$ cat src/rtl/core/rhbb_pkg.sv
// shared types and constants for the rudder heading bang-bang controller
// no dependencies

package rhbb_pkg;

	// configuration register indexes
	localparam logic [3:0] REG_TRIM     = 4'd0;
	localparam logic [3:0] REG_INVERT   = 4'd1;
	localparam logic [3:0] REG_MANUAL   = 4'd2;
	localparam logic [3:0] REG_REF      = 4'd3;
	localparam logic [3:0] REG_GAIN     = 4'd4;
	localparam logic [3:0] REG_DEADBAND = 4'd5;
	localparam logic [3:0] REG_FULL     = 4'd6;
	localparam logic [3:0] REG_SLOW     = 4'd7;

	// joystick codes
	localparam logic signed [1:0] JOY_LEFT     = 2'sb11;
	localparam logic signed [1:0] JOY_STRAIGHT = 2'sb00;
	localparam logic signed [1:0] JOY_RIGHT    = 2'sb01;

	// rudder target limits in degrees
	localparam logic [8:0] TARGET_MIN    = 9'd90;
	localparam logic [8:0] TARGET_CENTER = 9'd180;
	localparam logic [8:0] TARGET_MAX    = 9'd270;

	// configuration register file contents
	typedef struct packed {
		logic signed [8:0] trim_tenths;
		logic              invert_rudder;
		logic              manual_mode;
		logic              referenced;
		logic [7:0]        gain_hundredths;
		logic [6:0]        deadband_degrees;
		logic [7:0]        drive_full;
		logic [7:0]        drive_slow;
	} cfg_t;

	// first pipeline stage contents
	typedef struct packed {
		logic              auto_mode;
		logic [8:0]        fixed_target;
		logic signed [23:0] num;
		logic signed [10:0] angle;
		logic signed [1:0]  joystick;
	} stage1_t;

endpackage

$ cat src/rtl/core/rhbb_cfg_regs.sv
// configuration register file for the rudder controller
// depends on rhbb_pkg

module rhbb_cfg_regs
	import rhbb_pkg::*;
(
	input  logic       clk,
	input  logic       arst_n,
	input  logic       we,
	input  logic [3:0] index,
	input  logic [8:0] wdata,
	output cfg_t       cfg
);

	cfg_t cfg_q;

	// register writes, unknown indexes ignored
	always_ff @(posedge clk or negedge arst_n) begin
		if (!arst_n) begin
			cfg_q.trim_tenths      <= 9'sd0;
			cfg_q.invert_rudder    <= 1'b0;
			cfg_q.manual_mode      <= 1'b0;
			cfg_q.referenced       <= 1'b0;
			cfg_q.gain_hundredths  <= 8'd40;
			cfg_q.deadband_degrees <= 7'd10;
			cfg_q.drive_full       <= 8'd255;
			cfg_q.drive_slow       <= 8'd80;
		end else if (we) begin
			unique case (index)
				REG_TRIM:     cfg_q.trim_tenths      <= $signed(wdata);
				REG_INVERT:   cfg_q.invert_rudder    <= wdata[0];
				REG_MANUAL:   cfg_q.manual_mode      <= wdata[0];
				REG_REF:      cfg_q.referenced       <= wdata[0];
				REG_GAIN:     cfg_q.gain_hundredths  <= wdata[7:0];
				REG_DEADBAND: cfg_q.deadband_degrees <= wdata[6:0];
				REG_FULL:     cfg_q.drive_full       <= wdata[7:0];
				REG_SLOW:     cfg_q.drive_slow       <= wdata[7:0];
				default: ;
			endcase
		end
	end

	assign cfg = cfg_q;

endmodule

$ cat src/rtl/core/rhbb_heading_stage.sv
// first stage logic: heading error, gain product and fixed mode targets
// depends on rhbb_pkg

module rhbb_heading_stage
	import rhbb_pkg::*;
(
	input  logic signed [10:0] rudder_angle,
	input  logic signed [1:0]  joystick,
	input  logic [11:0]        bearing_tenths,
	input  logic [11:0]        course_tenths,
	input  logic               motor_running,
	input  logic               course_valid,
	input  cfg_t               cfg,
	output stage1_t            st
);

	logic [8:0]         trim_mag;
	logic [16:0]        trim_recip;
	logic [4:0]         trim_q;
	logic signed [5:0]  trim_deg;
	logic [8:0]         base;
	logic signed [9:0]  fixed_sum;
	logic signed [12:0] err_raw;
	logic signed [12:0] err_wrap;
	logic signed [13:0] err_trim;
	logic signed [13:0] err_sgn;
	logic signed [8:0]  gain_s;
	logic signed [22:0] prod;

	// trim in whole degrees, truncated toward zero (x*205 >> 11 is exact here)
	always_comb begin
		trim_mag   = cfg.trim_tenths[8] ? 9'(-cfg.trim_tenths) : cfg.trim_tenths;
		trim_recip = 17'(trim_mag) * 17'd205;
		trim_q     = trim_recip[15:11];
		trim_deg   = cfg.trim_tenths[8] ? -$signed({1'b0, trim_q}) : $signed({1'b0, trim_q});
	end

	// manual and idle base angle
	always_comb begin
		if (cfg.manual_mode) begin
			case (joystick)
				JOY_STRAIGHT: base = TARGET_CENTER;
				JOY_RIGHT:    base = cfg.invert_rudder ? TARGET_MIN : TARGET_MAX;
				default:      base = cfg.invert_rudder ? TARGET_MAX : TARGET_MIN;
			endcase
		end else begin
			base = TARGET_CENTER;
		end
		fixed_sum = $signed({1'b0, base}) + 10'(trim_deg);
	end

	// wrapped heading error times gain
	always_comb begin
		err_raw = $signed({1'b0, bearing_tenths}) - $signed({1'b0, course_tenths});
		if (err_raw > 13'sd1800)
			err_wrap = err_raw - 13'sd3600;
		else if (err_raw < -13'sd1800)
			err_wrap = err_raw + 13'sd3600;
		else
			err_wrap = err_raw;
		err_trim = 14'(err_wrap) + 14'(cfg.trim_tenths);
		err_sgn  = cfg.invert_rudder ? -err_trim : err_trim;
		gain_s   = $signed({1'b0, cfg.gain_hundredths});
		prod     = err_sgn * gain_s;
	end

	// stage contents
	always_comb begin
		st.auto_mode = !cfg.manual_mode && motor_running && course_valid;
		if (fixed_sum < 10'sd90)
			st.fixed_target = TARGET_MIN;
		else if (fixed_sum > 10'sd270)
			st.fixed_target = TARGET_MAX;
		else
			st.fixed_target = fixed_sum[8:0];
		st.num      = 24'sd180000 + 24'(prod);
		st.angle    = rudder_angle;
		st.joystick = joystick;
	end

endmodule

$ cat src/rtl/core/rhbb_drive_stage.sv
// second stage logic: scale to degrees, clamp, and bang-bang drive decision
// depends on rhbb_pkg

module rhbb_drive_stage
	import rhbb_pkg::*;
(
	input  stage1_t    st,
	input  cfg_t       cfg,
	output logic [8:0] rudder_target,
	output logic [7:0] drive_speed,
	output logic       drive_up
);

	logic [23:0]        num_off;
	logic [14:0]        num_div8;
	logic [30:0]        recip;
	logic [8:0]         target;
	logic signed [11:0] diff;
	logic [11:0]        diff_abs;
	logic [7:0]         speed;
	logic               up;

	// floor(num / 1000): offset by 90000, then /8 and /125 by reciprocal
	always_comb begin
		num_off  = 24'(st.num - 24'sd90000);
		num_div8 = num_off[17:3];
		recip    = 31'(num_div8) * 31'd33555;
		if (!st.auto_mode)
			target = st.fixed_target;
		else if (st.num < 24'sd90000)
			target = TARGET_MIN;
		else if (st.num > 24'sd270000)
			target = TARGET_MAX;
		else
			target = TARGET_MIN + {1'b0, recip[29:22]};
	end

	// drive toward target with deadband and end stops; before referencing, the joystick jogs at slow speed
	always_comb begin
		diff     = 12'(st.angle) - $signed({3'b000, target});
		diff_abs = diff[11] ? 12'(-diff) : 12'(diff);
		if (!cfg.referenced) begin
			if (st.joystick == JOY_LEFT) begin
				speed = cfg.drive_slow;
				up    = 1'b0;
			end else if (st.joystick == JOY_RIGHT) begin
				speed = cfg.drive_slow;
				up    = 1'b1;
			end else begin
				speed = 8'd0;
				up    = 1'b0;
			end
		end else begin
			up    = !(diff > 12'sd0);
			speed = cfg.drive_full;
			if (st.angle <= 11'sd0 || st.angle >= 11'sd360)
				speed = 8'd0;
			if (diff_abs <= {5'b00000, cfg.deadband_degrees})
				speed = 8'd0;
		end
		rudder_target = target;
		drive_speed   = speed;
		drive_up      = (speed == 8'd0) ? 1'b0 : up;
	end

endmodule

$ cat src/rtl/core/rudder_heading_bang_bang_control_top.sv
// rudder heading bang-bang controller, top level
// a beat accepted on the slave side is registered in stage one and then in stage two before it reaches the master side
// throughput: one beat per cycle while m_tready is high; the gain multiply and the degree scaling sit in
// separate stages, and stage one can still take a beat while stage two waits on m_tready
// reset: pipeline valids cleared, configuration returns to its defaults
// depends on rhbb_pkg, rhbb_cfg_regs, rhbb_heading_stage, rhbb_drive_stage

module rudder_heading_bang_bang_control_top
	import rhbb_pkg::*;
(
	input  logic        clk,
	input  logic        arst_n,
	// slave side
	input  logic        s_tvalid,
	output logic        s_tready,
	// rudder_angle[10:0], joystick[12:11], bearing_tenths[24:13],
	// course_tenths[36:25], motor_running[37], course_valid[38], zero[39]
	input  logic [39:0] s_tdata,
	// master side
	output logic        m_tvalid,
	input  logic        m_tready,
	// rudder_target[8:0], drive_speed[16:9], drive_up[17], zero[23:18]
	output logic [23:0] m_tdata,
	// configuration write port
	input  logic        cfg_we,
	input  logic [3:0]  cfg_index,
	input  logic [8:0]  cfg_wdata
);

	cfg_t       cfg;
	stage1_t    st_comb;
	stage1_t    st_s1;
	logic       valid_s1;
	logic       valid_s2;
	logic       adv2;
	logic       load1;
	logic [8:0] target_comb;
	logic [7:0] speed_comb;
	logic       up_comb;
	logic [8:0] target_s2;
	logic [7:0] speed_s2;
	logic       up_s2;

	rhbb_cfg_regs u_cfg (
		.clk    (clk),
		.arst_n (arst_n),
		.we     (cfg_we),
		.index  (cfg_index),
		.wdata  (cfg_wdata),
		.cfg    (cfg)
	);

	rhbb_heading_stage u_heading (
		.rudder_angle   ($signed(s_tdata[10:0])),
		.joystick       ($signed(s_tdata[12:11])),
		.bearing_tenths (s_tdata[24:13]),
		.course_tenths  (s_tdata[36:25]),
		.motor_running  (s_tdata[37]),
		.course_valid   (s_tdata[38]),
		.cfg            (cfg),
		.st             (st_comb)
	);

	rhbb_drive_stage u_drive (
		.st            (st_s1),
		.cfg           (cfg),
		.rudder_target (target_comb),
		.drive_speed   (speed_comb),
		.drive_up      (up_comb)
	);

	// pipeline flow control
	assign adv2     = !valid_s2 || m_tready;
	assign s_tready = !valid_s1 || adv2;
	assign load1    = s_tvalid && s_tready;

	// valid bits
	always_ff @(posedge clk or negedge arst_n) begin
		if (!arst_n) begin
			valid_s1 <= 1'b0;
			valid_s2 <= 1'b0;
		end else begin
			if (s_tready)
				valid_s1 <= s_tvalid;
			if (adv2)
				valid_s2 <= valid_s1;
		end
	end

	// payload registers
	always_ff @(posedge clk) begin
		if (load1)
			st_s1 <= st_comb;
		if (adv2 && valid_s1) begin
			target_s2 <= target_comb;
			speed_s2  <= speed_comb;
			up_s2     <= up_comb;
		end
	end

	assign m_tvalid = valid_s2;
	assign m_tdata  = {6'b000000, up_s2, speed_s2, target_s2};

	// target always within the rudder limits
	a_target_range: assert property (@(posedge clk) disable iff (!arst_n)
		m_tvalid |-> (m_tdata[8:0] >= TARGET_MIN && m_tdata[8:0] <= TARGET_MAX))
		else $error("rudder target out of range");

	// direction up only while the motor is driven
	a_up_needs_speed: assert property (@(posedge clk) disable iff (!arst_n)
		(m_tvalid && m_tdata[17]) |-> (m_tdata[16:9] != 8'd0))
		else $error("drive up with zero speed");

	// speed is one of the configured values or stopped
	a_speed_source: assert property (@(posedge clk) disable iff (!arst_n)
		m_tvalid |-> (m_tdata[16:9] == 8'd0 || m_tdata[16:9] == cfg.drive_full ||
			m_tdata[16:9] == cfg.drive_slow))
		else $error("drive speed not from configuration");

	// a full stage one moves forward whenever the output side is free
	a_stage_advance: assert property (@(posedge clk) disable iff (!arst_n)
		(valid_s1 && adv2) |=> valid_s2)
		else $error("stage one beat lost");

endmodule
$ cat config.mk
export PLATFORM = sky130hd
export DESIGN_NAME = rudder_heading_bang_bang_control_top
export DESIGN_NICKNAME = d
export VERILOG_FILES = /design/src/rtl/core/rhbb_pkg.sv /design/src/rtl/core/rhbb_cfg_regs.sv /design/src/rtl/core/rhbb_heading_stage.sv /design/src/rtl/core/rhbb_drive_stage.sv /design/src/rtl/core/rudder_heading_bang_bang_control_top.sv
export SDC_FILE = /design/constraint.sdc
export NUM_CORES = 1
export LEC_CHECK = 0
export BUFFER_PORTS_ARGS = -buffer_cell sky130_fd_sc_hd__buf_2
export CAP_MARGIN = 20
export CORE_MARGIN = 5
export CORE_UTILIZATION = 40
export DETAILED_ROUTE_END_ITERATION = 10
export PLACE_DENSITY = 0.6
export SETUP_SLACK_MARGIN = 0.5
export SLEW_MARGIN = 0
export SYNTH_ARGS = -nofsm -noshare
export SYNTH_HDL_FRONTEND = slang
export SYNTH_SLANG_ARGS = --single-unit
$ cat constraint.sdc
create_clock -name clk -period 10.45 [get_ports clk]
set_input_delay 2.09 -clock clk [delete_from_list [all_inputs] [get_ports clk]]
set_output_delay 2.09 -clock clk [all_outputs]
set_load 0.005 [all_outputs]
---- Word-level counts from Yosys, hierarchy flattened ----
Index checks and enable logic that the tools add are counted.
cells by class
  order comparisons ....................... 10
  mux-type cells .......................... 22
  div/mod/pow operators ................... 0
  reduce and logical (&&, ||, !) cells .... 23
  shift operators ......................... 0
  $add $sub $neg .......................... 13
  bitwise gates (word level) .............. 0
  equality and inequality tests ........... 10
  multipliers ............................. 3
operator list
  kind                                                                                count
  9-bit 2-to-1 mux                                                                    8
  8-bit 2-to-1 mux                                                                    5
  15-bit by 16-bit multiplier with 30-bit output (second input constant)              1
  13-bit 2-to-1 mux                                                                   2
  19-bit by 23-bit adder with 24-bit output (first input constant)                    1
  24-bit by 20-bit greater-than comparator with 1-bit output (second input constant)  1
  24-bit by 18-bit less-than comparator with 1-bit output (second input constant)     1
  14-bit by 9-bit multiplier with 23-bit output                                       1
  9-bit case mux with 2 select lines                                                  1
  18-bit subtractor (second input constant)                                           1
  4-bit by 3-bit == test with 1-bit output (second input constant)                    4
  9-bit by 8-bit multiplier with 16-bit output (second input constant)                1
  2-bit AND reduction                                                                 8
  13-bit by 9-bit adder with 14-bit output                                            1
  14-bit 2-to-1 mux                                                                   1
  14-bit negator                                                                      1
  13-bit adder (second input constant)                                                1
  13-bit by 12-bit greater-than comparator with 1-bit output (second input constant)  1
  13-bit by 12-bit less-than comparator with 1-bit output (second input constant)     1
  12-bit by 12-bit subtractor with 13-bit output                                      1
  13-bit subtractor (second input constant)                                           1
  12-bit by 1-bit greater-than comparator with 1-bit output (second input constant)   1
  12-bit by 7-bit less-or-equal comparator with 1-bit output                          1
  12-bit 2-to-1 mux                                                                   1
  other kinds (23)                                                                    35
storage, ports and cells
  bits of input ports ..................... 58
  register bits ........................... 110
  word-level logic and storage cells ...... 100
  latch bits .............................. 0
  memories kept ........................... 0
  bits in writable memories ............... 0
  bits in read-only memories .............. 0

---- Longest topological paths before layout ----
  depth after elaboration ................. 13
  gate-level depth with buffers ........... 55
  gate-level depth less buffers ........... 54

---- Modules after synthesis ----
From an unflattened synthesis, not the netlist that was laid out.
second synthesis, totals
  cell total of the unflattened synthesis .. 1868
  area, all modules ....................... 17374.2 um^2
modules (own cells, without submodules)
  module                                area each (um^2)  cells each  times used  sequential area each (um^2)
  rhbb_heading_stage                    8335.5            1020        1           0.0
  rhbb_drive_stage                      5227.5            668         1           0.0
  rudder_heading_bang_bang_control_top  2112.0            81          1           2001.9
  rhbb_cfg_regs                         1699.1            99          1           1093.5

---- Least setup slack after synthesis ----
No wires, ideal clock.
  path type ............................... input -> register
  start ................................... input s_tdata[13]
  end ..................................... register st_s1[34] (netlist bit), data pin
  arrival time ............................ 11583 ps
  library setup time ...................... 258 ps
  data required time ...................... 10192 ps
  path slack .............................. -1392 ps
  buffers on the path ..................... 1
  stages .................................. 45
  cell sequence ........................... inv_1 > ha_1 > inv_1 > fa_1 > a21o_1 > a21oi_1 > o21ai_0 > a21oi_1 > o21ai_0 > a21oi_1 > o21bai_1 > a21oi_1 > xnor2_1 > a21oi_1 > and2_1 > o21ai_1 > nand2_1 > xnor2_1 > [... 9 more ...] > o31ai_1 > xor2_1 > clkbuf_1 > nand2_1 > fa_1 > inv_1 > fa_1 > inv_1 > fa_1 > inv_1 > fa_1 > fa_1 > ha_1 > a21o_1 > a31o_2 > nand4_1 > nand3b_1 > xor2_1
RTL lines
  what                  line                                        text
  from (decl)           rudder_heading_bang_bang_control_top.sv:18  input logic [39:0] s_tdata,
  to (signal assigned)  rudder_heading_bang_bang_control_top.sv:93  st_s1 <= st_comb;
  to (decl)             rudder_heading_bang_bang_control_top.sv:32  stage1_t st_s1;

==> flow_metrics.tcl <==
set metrics [dict create \
    cap_violations 0 \
    fmax_mhz 90.4 \
    die_w_um 212 \
    fin_nets 2583 \
    yosys_register_bits 110 \
    finClkSkew_ns 0.0133 \
    arrival_ns 11.17 \
    max_stage_delay_ns 0.55 \
    drc_errors 0 \
    post_route_cells_drive_above_1_share 0.316 \
    fillers 3621 \
    die_area_um2 45000 \
    yosysTopAreaCell "ha_1" \
    wl_um 40300 \
    yosysWarnings 0 \
    hpwlAfterDp_um 31900 \
    grt_pass1_wl_um 67300 \
    synth_edf_count 65 \
    syn_area_per_cell_um2 9.31 \
    clkTransAtPathRegs_ns 0.08 \
    via_per_inst 5.01 \
    firstDrtPassIters 5 \
    synthesis.area_um2 16400 \
    finish.utilization 0.524 \
    syn_inst 1756 \
    ioPinCount 84 \
    synthTopCellsByArea "ha_1 19%, fa_1 19%, edfxtp_1 12%" \
    start_kind "primary input" \
    status "finished with violations" \
    grt_pass1_vias 14000 \
    cts.sinks 110 \
    synthTopCellsByCount "332 x inv_1, 253 x ha_1, 155 x fa_1" \
    end_kind "flop" \
    cts-htree-levels 3 \
    synth-async-reset-ratio 0.409 \
    crit_slowest_cell "or4b_4" \
    period_share 1.06 \
    insertion_delay_ns 0.36 \
    rows 74 \
    diodes 0 \
    ys_seq_area_frac 0.189 \
    cts_tree "built" \
    area_growth_pct 30.3 \
    critPathRequiredTime_ns 10.56 \
    synth_fa_ha_area_frac 0.383 \
    antenna_found_initial 0 \
    crit_fanout 3 \
    whs_ns 0.504 \
    synth_compound_area_frac 0.115 \
    grt_overflow 0 \
    initialDrtViolationCount 570 \
    ctsLongestPathBuffers 2 \
    violations "setup timing" \
    vias 13300 \
    io_buffers 76 \
    chipHeight_um 212 \
    synth.most_common_cell "inv_1" \
    synth_top_family_by_area "adder cells" \
    grt_max_degree 48 \
    setup_tns_ns -4.01 \
    cts_buffers 9 \
    setup_viol 9 \
    synth_simple_gate_area_share 0.135 \
    min_period_ns 11.06 \
    worst_pin_slew_ns 0.882 \
    final-hold-violation-count 0 \
    start_util 0.402 \
    ys_types 83 \
    r2r_slack_ns 0.05 \
    synthXorXnorAreaFrac 0.0592 \
    critPathKind "in -> reg" \
    ctsRootBufferMaster "clkbuf_16" \
    grt_use_total 0.181 \
    ys.flop_type "edfxtp_1" \
    ant_nets 0 \
    slew_violations 0 \
    hold_path.class "reg -> reg" \
    max_slew_margin 0.412 \
    core_region_area_um2 40600 \
    timing.final.ws_setup_ns -0.614 \
    muxShareOfSynthArea 0.0314 \
    gp_congestion 0.862 \
    grt_setup_unrepaired "true" \
    synth_top_area_share 0.194 \
    holdBufCountCts 0 \
    avgRoutedWirePerCell_um 15.2 \
]
==> logic make-up (layout without fill, tap and decap cells) <==
kind of cell / Yosys count / count (layout)
buf+inv: 363 / 724
simple gates: 429 / 429
mux: 46 / 46
xor+xnor: 109 / 109
fa+ha+maj: 408 / 408
other cells: 1 / 6
compound gates: 290 / 290
flops: 110 / 110
==> worst max-delay path, delay by kind of cell <==
| family | cells | cell delay [ns] |
|---|---|---|
| compound gates | 14 | 2.09 |
| xor+xnor | 5 | 0.82 |
| fa+ha+maj | 9 | 3.42 |
| buf+inv | 8 | 0.59 |
| simple gates | 10 | 2.13 |
==> sequential cells by signal, indices dropped and copies added, names as in the netlist <==
name / count
m_tvalid: 1
speed_s2: 8
st_s1: 47
target_s2: 9
u_cfg.cfg: 43
up_s2: 1
valid_s1: 1
==> per-layer routing <==
layer  wire (µm)  track usage  up-vias
met5           0            0        -
met4        1230       0.0564        0
met3        1190       0.0198       72
met2       19400        0.307      200
met1       18400        0.244     6441
li1            -            -     6583
==> area by class of cell <==
type	instances	area, µm²	share of cell area
repair buffers	376	2750	0.129
inverters	332	1260	0.0591
multi-input cells	1288	13300	0.622
clock inverters	6	52.6	0.00247
clock buffers	10	229	0.0107
flip-flops and latches	110	3100	0.145
well taps	532	666	0.0312
==> stage by stage <==
stage          cell area, µm²  cells  setup WS [ns]
3_5_place_dp            19300   2536          -1.13
3_3_place_gp            19300   2536          -1.00
5_1_grt                 21300   2654         -0.984
6_report                21300   2654         -0.614
4_1_cts                 20600   2629         -0.511
2_1_floorplan           16900   1761         -0.494
==> worst paths after layout <==
check	from	cells past startpoint	end
worst max-delay path	s_tdata[13]	46	st_s1[34]
worst min-delay path	valid_s1	1	m_tvalid
worst max register to register	st_s1[17]	75	speed_s2[6]
worst min register to register	valid_s1	1	m_tvalid
max in group asynchronous	arst_n	2	u_cfg.cfg[28]
min in group asynchronous	arst_n	1	m_tvalid
==> layout by cell type (no fill, tap or decap), types with 14 or more instances in the layout <==
master,instances
o21ai_0,45
buf_6,21
nand2_1,120
mux2_2,39
buf_4,277
edfxtp_1,65
xor2_1,26
xnor2_1,56
a21oi_1,54
nor2_1,58
ha_1,222
nand2b_1,18
dfstp_2,14
o21ai_2,16
buf_2,75
fa_1,146
ha_4,30
dfrtp_1,31
a21oi_2,22
and2_1,65
a21o_1,22
inv_1,321
nand3_1,18
==> repair_timing <==
| item | CTS | global route |
|---|---|---|
| setup endpoints to repair | 22 | 24 |
| hold endpoints to repair | 0 | 0 |
| setup buffers | 77 | 24 |
| resized for setup | 93 | 98 |
| pin swaps | 104 | 73 |
Power is not shown: default switching activity piles up to over one toggle a cycle in this logic, so the estimate is an artifact.
